===== config.mk =====
export PLATFORM = sky130hd
export DESIGN_NAME = tdrm_marker
export DESIGN_NICKNAME = d
export VERILOG_FILES = /design/src/rtl/core/tdrm_pkg.sv /design/src/rtl/core/tdrm_marker.sv
export SDC_FILE = /design/constraint.sdc
export NUM_CORES = 1
export LEC_CHECK = 0
export CAP_MARGIN = 20
export CORE_ASPECT_RATIO = 1.1
export CORE_UTILIZATION = 50
export CTS_CLUSTER_SIZE = 16
export DETAILED_ROUTE_END_ITERATION = 6
export DONT_BUFFER_PORTS = 1
export SYNTH_ARGS = -nofsm -noshare
export SYNTH_HDL_FRONTEND = slang
export SYNTH_SLANG_ARGS = --single-unit

===== constraint.sdc =====
create_clock -name clk_i -period 7.8 [get_ports clk_i]
set_input_delay 1.56 -clock clk_i [delete_from_list [all_inputs] [get_ports clk_i]]
set_output_delay 1.56 -clock clk_i [all_outputs]
set_load 0.02 [all_outputs]

===== src/rtl/core/tdrm_pkg.sv =====
// Shared widths, defaults and control types for the temporal delta run marker.
package tdrm_pkg;

  localparam int unsigned CFG_W            = 19;
  localparam int unsigned PIXEL_W          = 16;
  localparam int unsigned DIFF_W           = 17;
  localparam int unsigned TDATA_IN_W       = 16;
  localparam int unsigned TDATA_OUT_W      = 24;
  localparam int unsigned FRAME_PIXELS_RST = 262144;
  localparam int unsigned MAX_PIXELS_DEF   = 262144;
  localparam int unsigned PIXEL_BITS_DEF   = 16;

  typedef struct packed {
    logic accept;
    logic first;
  } stage_ctrl_t;

endpackage


===== src/rtl/core/tdrm_marker.sv =====
// Difference stage and output register with repeat marking.
module tdrm_marker #(
  parameter int unsigned PIXEL_BITS = tdrm_pkg::PIXEL_BITS_DEF
) (
  input  logic                                  clk_i,
  input  logic                                  rst_ni,
  input  tdrm_pkg::stage_ctrl_t                 ctrl_i,
  input  logic [PIXEL_BITS-1:0]                 pix_i,
  input  logic [PIXEL_BITS-1:0]                 prev_i,
  output logic                                  free_o,
  output logic                                  out_valid_o,
  input  logic                                  out_ready_i,
  output logic                                  out_new_o,
  output logic signed [tdrm_pkg::DIFF_W-1:0]    out_diff_o
);

  localparam int unsigned EW = (PIXEL_BITS > tdrm_pkg::DIFF_W) ? PIXEL_BITS : tdrm_pkg::DIFF_W;

  logic                          s1_valid_q;
  logic                          s1_first_q;
  logic [PIXEL_BITS-1:0]         s1_pix_q;
  logic                          out_valid_q;
  logic                          out_new_q;
  logic [tdrm_pkg::DIFF_W-1:0]   out_diff_q;
  logic                          have_q;
  logic [tdrm_pkg::DIFF_W-1:0]   last_q;
  logic [EW-1:0]                 diff_full;
  logic [tdrm_pkg::DIFF_W-1:0]   diff;
  logic                          fresh;
  logic                          advance;

  assign diff_full = EW'(s1_pix_q) - EW'(prev_i);
  assign diff      = diff_full[tdrm_pkg::DIFF_W-1:0];
  assign fresh     = !have_q || (diff != last_q);
  assign advance   = s1_valid_q && (s1_first_q || !out_valid_q || out_ready_i);
  assign free_o    = !s1_valid_q || advance;

  always_ff @(posedge clk_i or negedge rst_ni) begin
    if (!rst_ni) begin
      s1_valid_q <= 1'b0;
      s1_first_q <= 1'b0;
    end else if (ctrl_i.accept) begin
      s1_valid_q <= 1'b1;
      s1_first_q <= ctrl_i.first;
    end else if (advance) begin
      s1_valid_q <= 1'b0;
    end
  end

  always_ff @(posedge clk_i) begin
    if (ctrl_i.accept) begin
      s1_pix_q <= pix_i;
    end
  end

  always_ff @(posedge clk_i or negedge rst_ni) begin
    if (!rst_ni) begin
      out_valid_q <= 1'b0;
      have_q      <= 1'b0;
      last_q      <= '0;
    end else if (advance && !s1_first_q) begin
      out_valid_q <= 1'b1;
      if (fresh) begin
        have_q <= 1'b1;
        last_q <= diff;
      end
    end else if (out_ready_i) begin
      out_valid_q <= 1'b0;
    end
  end

  always_ff @(posedge clk_i) begin
    if (advance && !s1_first_q) begin
      out_new_q  <= fresh;
      out_diff_q <= diff;
    end
  end

  assign out_valid_o = out_valid_q;
  assign out_new_o   = out_new_q;
  assign out_diff_o  = out_diff_q;

endmodule


Yosys cells after proc, flatten, opt, wreduce, memory -nomap -nowiden. Index checks and enable logic that the tools add are counted.

Order comparisons: 0. Shift-type cells: 0. Div/mod/pow operators: 0. Multipliers: 0. Add/subtract/negate cells: 1. Equal/unequal tests: 1. Reductions and logical operators: 13. Muxes and demuxes: 4. Bitwise operators: 0.

Operator list (number): 17-bit inequality test (1); 16-bit by 16-bit subtractor with 17-bit output (1); 1-bit logical NOT (4); 1-bit logical OR (4); 1-bit 2-to-1 mux (4); 2-bit nonzero test (2); 1-bit logical AND (2); 2-bit AND reduction (1).

Memory bits (read-only): 0. Bits in latches: 0. RAM bits: 0. Memories kept: 0. Input bits: 37. Logic and storage cells: 27. Output and inout bits: 20. Register bits after elaboration: 55.

Logic depth before layout (Yosys ltp).
Word-level depth: 6. Gate-level depth with buffers: 13. Mapped depth without buffers: 12.

Worst setup path before layout. OpenSTA, ideal clock, no wires.

Path type: input port to flip-flop. From: in prev_i[0]. To: reg last_q[10] (netlist bit). Data arrival time: 4349 ps. Library setup time: 125 ps. Slack: 3326 ps. Cell stages on the path: 11. Path through: ha_1 > fa_1 > nand2b_1 > a211oi_4 > o211ai_1 > a21oi_1 > xor2_1 > or4_4 > o31ai_4 > buf_12 > mux2_4.

Word-level cells in the longest chain between the ends: 4.

RTL lines: start, declared (line tdrm_marker.sv:9) `input logic [PIXEL_BITS-1:0] prev_i,`; 16-bit by 16-bit subtractor with 17-bit output (line tdrm_marker.sv:32) `assign diff_full = EW'(s1_pix_q) - EW'(prev_i);`; named net diff (one bit) (line tdrm_marker.sv:28) `logic [tdrm_pkg::DIFF_W-1:0] diff;`; 17-bit inequality test (line tdrm_marker.sv:34) `assign fresh = !have_q || (diff != last_q);`; 1-bit logical OR (line tdrm_marker.sv:34); 2-bit AND reduction (no source line); end signal, assigned (line tdrm_marker.sv:65) `last_q <= diff;`; end, declared (line tdrm_marker.sv:26) `logic [tdrm_pkg::DIFF_W-1:0] last_q;`.

The timed path passes the listed nets, and every way through them passes these cells. A chain may end at the register's enable or synchronous reset.

Worst setup path in the final report.
From: in prev_i[6]. To: reg last_q[1] (netlist bit).

Word-level cells in the longest chain between the ends: 4.

RTL lines (line): 16-bit by 16-bit subtractor with 17-bit output (tdrm_marker.sv:32); 17-bit inequality test (tdrm_marker.sv:34); 1-bit logical OR (tdrm_marker.sv:34); 2-bit AND reduction (no source line).

No other way between the ends.

==> results.ini <==
[clocking]
clk_pin_slew_ps=100
ctsHoldBuffers=0
clock_sinks=55
cts_resized=0
clock-root-buffer=clkbuf_8
tritoncts=yes
cts_htree_levels=2
cts_buffer_depth=2
numCtsBuffers=5
insertion_delay_ps=310
post_cts_buffers=0

[layout]
n_fill_cell=549
nets=323
diodes=0
final_core_util=0.543
area_growth_pct=4.88
layout-drive-gt1-share=0.160
multiInputGateArea_um2=1510
final-seq-area_um2=1550

[setup_path]
required_ps=8000
r2r_slack_ps=3940
timing.rr.end=last_q[1]
end_kind=flop
r2r_start=s1_pix_q[6]
r2r_cells=10
cpPeakStageDelay_ps=790
cp-start-kind=input port
arrival_ps=4930
critical_path_peak_fanout=13
criticalPathCategory=in -> reg
slowest_stage=o31ai_4
path_cells=inv_1 > ha_1 > a21o_1 > a31o_2 > a211oi_2 > nand2b_1 > a32oi_1 > xnor2_1 > nand4_1 > o31ai_4 > mux2_2

[pwr]
total_power_w=0.000911
ir_drop_mv=0.143
p_leak_nw=1.39
power.density_nw_per_um2=271

[placed_design]
gp_congestion=0.877
port_buffers=0
dpl.hpwl_mm=4.68
pre_cts_slack_ps=2710

[sta]
finalCritPeriodShare=0.606
worst_slew_pin_slew_ps=928
hold_ws_ps=477
fin_setup_tns_ps=0
fin_ws_ps=3070
finalHoldViolations=0
finalSetupViolCount=0
drv_slew=0
rsz0062_at_grt=false
fmax_mhz=211
clock_skew_ps=6.44
fin_crit_ps=4730
max_slew_margin=0.381

[min_path]
hold-path-cell-count=1
worstHoldEndpoint=have_q
hp-start=have_q
hold_class=reg -> reg

[run]
drv_cap=0

[logic_synthesis]
yosysSeqAreaShare=0.482
synth_area_um2=3210
synth_cells=269
syn-num-nets=324
ys_warn_count=0
synth_edf_count=34
synth.distinct_cells=58
syn_area_per_cell_um2=11.9
ys_ff_latch=55
async_flop_share=0.382
synth_ff_type=edfxtp_1

[outcome]
status=finished clean

[route]
drt_pre_antenna_iters=6
vias=1992
routedWlPerCell_um=17.3
final_antenna_net_count=0
drt_iter0_markers=104
drc_errors=0
routed_via_density=5.71
finalWirelength_mm=6.05

[floorplan]
io_pins=57
rows=30
core_area_um2=6190
die_h_um=86.0
die_x_um=78.4
die-area_um2=6740
start_util=0.518

[grt]
grt_max_degree=22
grt_usage=0.188
grt_pass1_vias=1906
grt_pass1_wl_mm=9.51
grt_overflow=0
antenna_found_initial=0

per-stage QoR:
| stage | cell area [µm²] | instances |
|---|---|---|
| finish | 3360 | 349 |
| global route | 3360 | 349 |
| floorplan | 3210 | 269 |
| detailed placement | 3250 | 341 |
| CTS | 3360 | 349 |
| global placement | 3250 | 341 |
Yosys cell counts (5+ instances only):
cell type,instances,area share
mux2_4,10,0.047
edfxtp_1,34,0.32
a21oi_1,13,0.020
o21ai_0,6,0.0094
mux2_2,8,0.028
ha_1,17,0.066
xor2_1,15,0.041
nand2_1,9,0.011
a21o_1,7,0.016
xnor2_1,13,0.036
nor2_1,14,0.016
nand2b_1,6,0.012
inv_1,23,0.027
nand3_1,5,0.0078
o21a_1,7,0.016
dfrtp_1,21,0.16
registers in the layout (all words and copies together), names as in the netlist:
signal       count
out_new_o        1
last_q          17
s1_valid_q       1
s1_first_q       1
out_valid_o      1
s1_pix_q        16
have_q           1
out_diff_o      17
cells by family (layout without fill, tap and decap cells):
kind of cell	Yosys count	in the layout	share of synthesized area
AOI/OAI and AO/OA	54	54	0.128
xor gates and xnor gates	29	29	0.0839
adders and majority gates	18	18	0.0726
buffers and inverters	32	32	0.0484
DFF	55	55	0.482
muxes	20	20	0.0812
and+or+nand+nor	61	61	0.104
metal layers:
metal	up-vias	wire length [µm]	GRT usage	part of all wire
li1	961	-	-	-
met1	961	2820	0.253	0.47
met2	62	2870	0.301	0.48
met3	8	266	0.0500	0.044
met4	0	87	0.0539	0.014
met5	-	0	0	0
worst max-delay path by stage:
stage	slack [ps]	from	cells past startpoint	end
global route	2850	prev_i[6]	11	last_q[1]
detailed placement	2710	prev_i[6]	11	last_q[1]
floorplan	3330	prev_i[0]	11	last_q[10]
finish	3070	prev_i[6]	11	last_q[1]
global placement	2750	prev_i[6]	11	last_q[0]
CTS	3050	prev_i[6]	11	last_q[1]
area by class of cell:
type	count	area share
Clock buffer	5	0.0205
Clock inverter	3	0.0138
Inverter	23	0.0257
Multi-Input combinational cell	182	0.448
Sequential cell	55	0.460
Tap cell	80	0.0298
Timing Repair Buffer	1	0.00223
critical path, delay by kind of cell:
kind	cells	cell delay [ps]
compound gates	5	1830
xor+xnor	1	250
fa+ha+maj	1	460
buf+inv	1	30
mux	1	420
simple gates	2	390
report_power, final:
group          switching (W)  total, W  internal (W)
Combinational       0.000143  0.000289      0.000145
Sequential         0.0000533  0.000430      0.000376
Clock              0.0000955  0.000192     0.0000968
Total               0.000292  0.000911      0.000619
cell usage in the layout (no fill, tap or decap), types with 2 or more instances in the layout:
| cell | count |
|---|---|
| a21boi_0 | 2 |
| nor3_1 | 2 |
| ha_1 | 17 |
| nand2_1 | 9 |
| xor2_1 | 15 |
| a21oi_1 | 13 |
| clkbuf_8 | 5 |
| a21o_1 | 7 |
| o2111ai_1 | 2 |
| mux2i_1 | 2 |
| inv_1 | 23 |
| and3_1 | 4 |
| nor4_1 | 2 |
| nand4_1 | 4 |
| mux2_4 | 10 |
| edfxtp_1 | 34 |
| nand3_1 | 5 |
| nand2b_1 | 6 |
| dfrtp_1 | 21 |
| mux2_2 | 8 |
| o21ai_0 | 6 |
| o21a_1 | 7 |
| nor2_1 | 14 |
| nand3b_1 | 2 |
| o211ai_1 | 2 |
| or2_2 | 4 |
| xnor2_1 | 13 |
No activity file was read; power rests on OpenSTA's default activity.
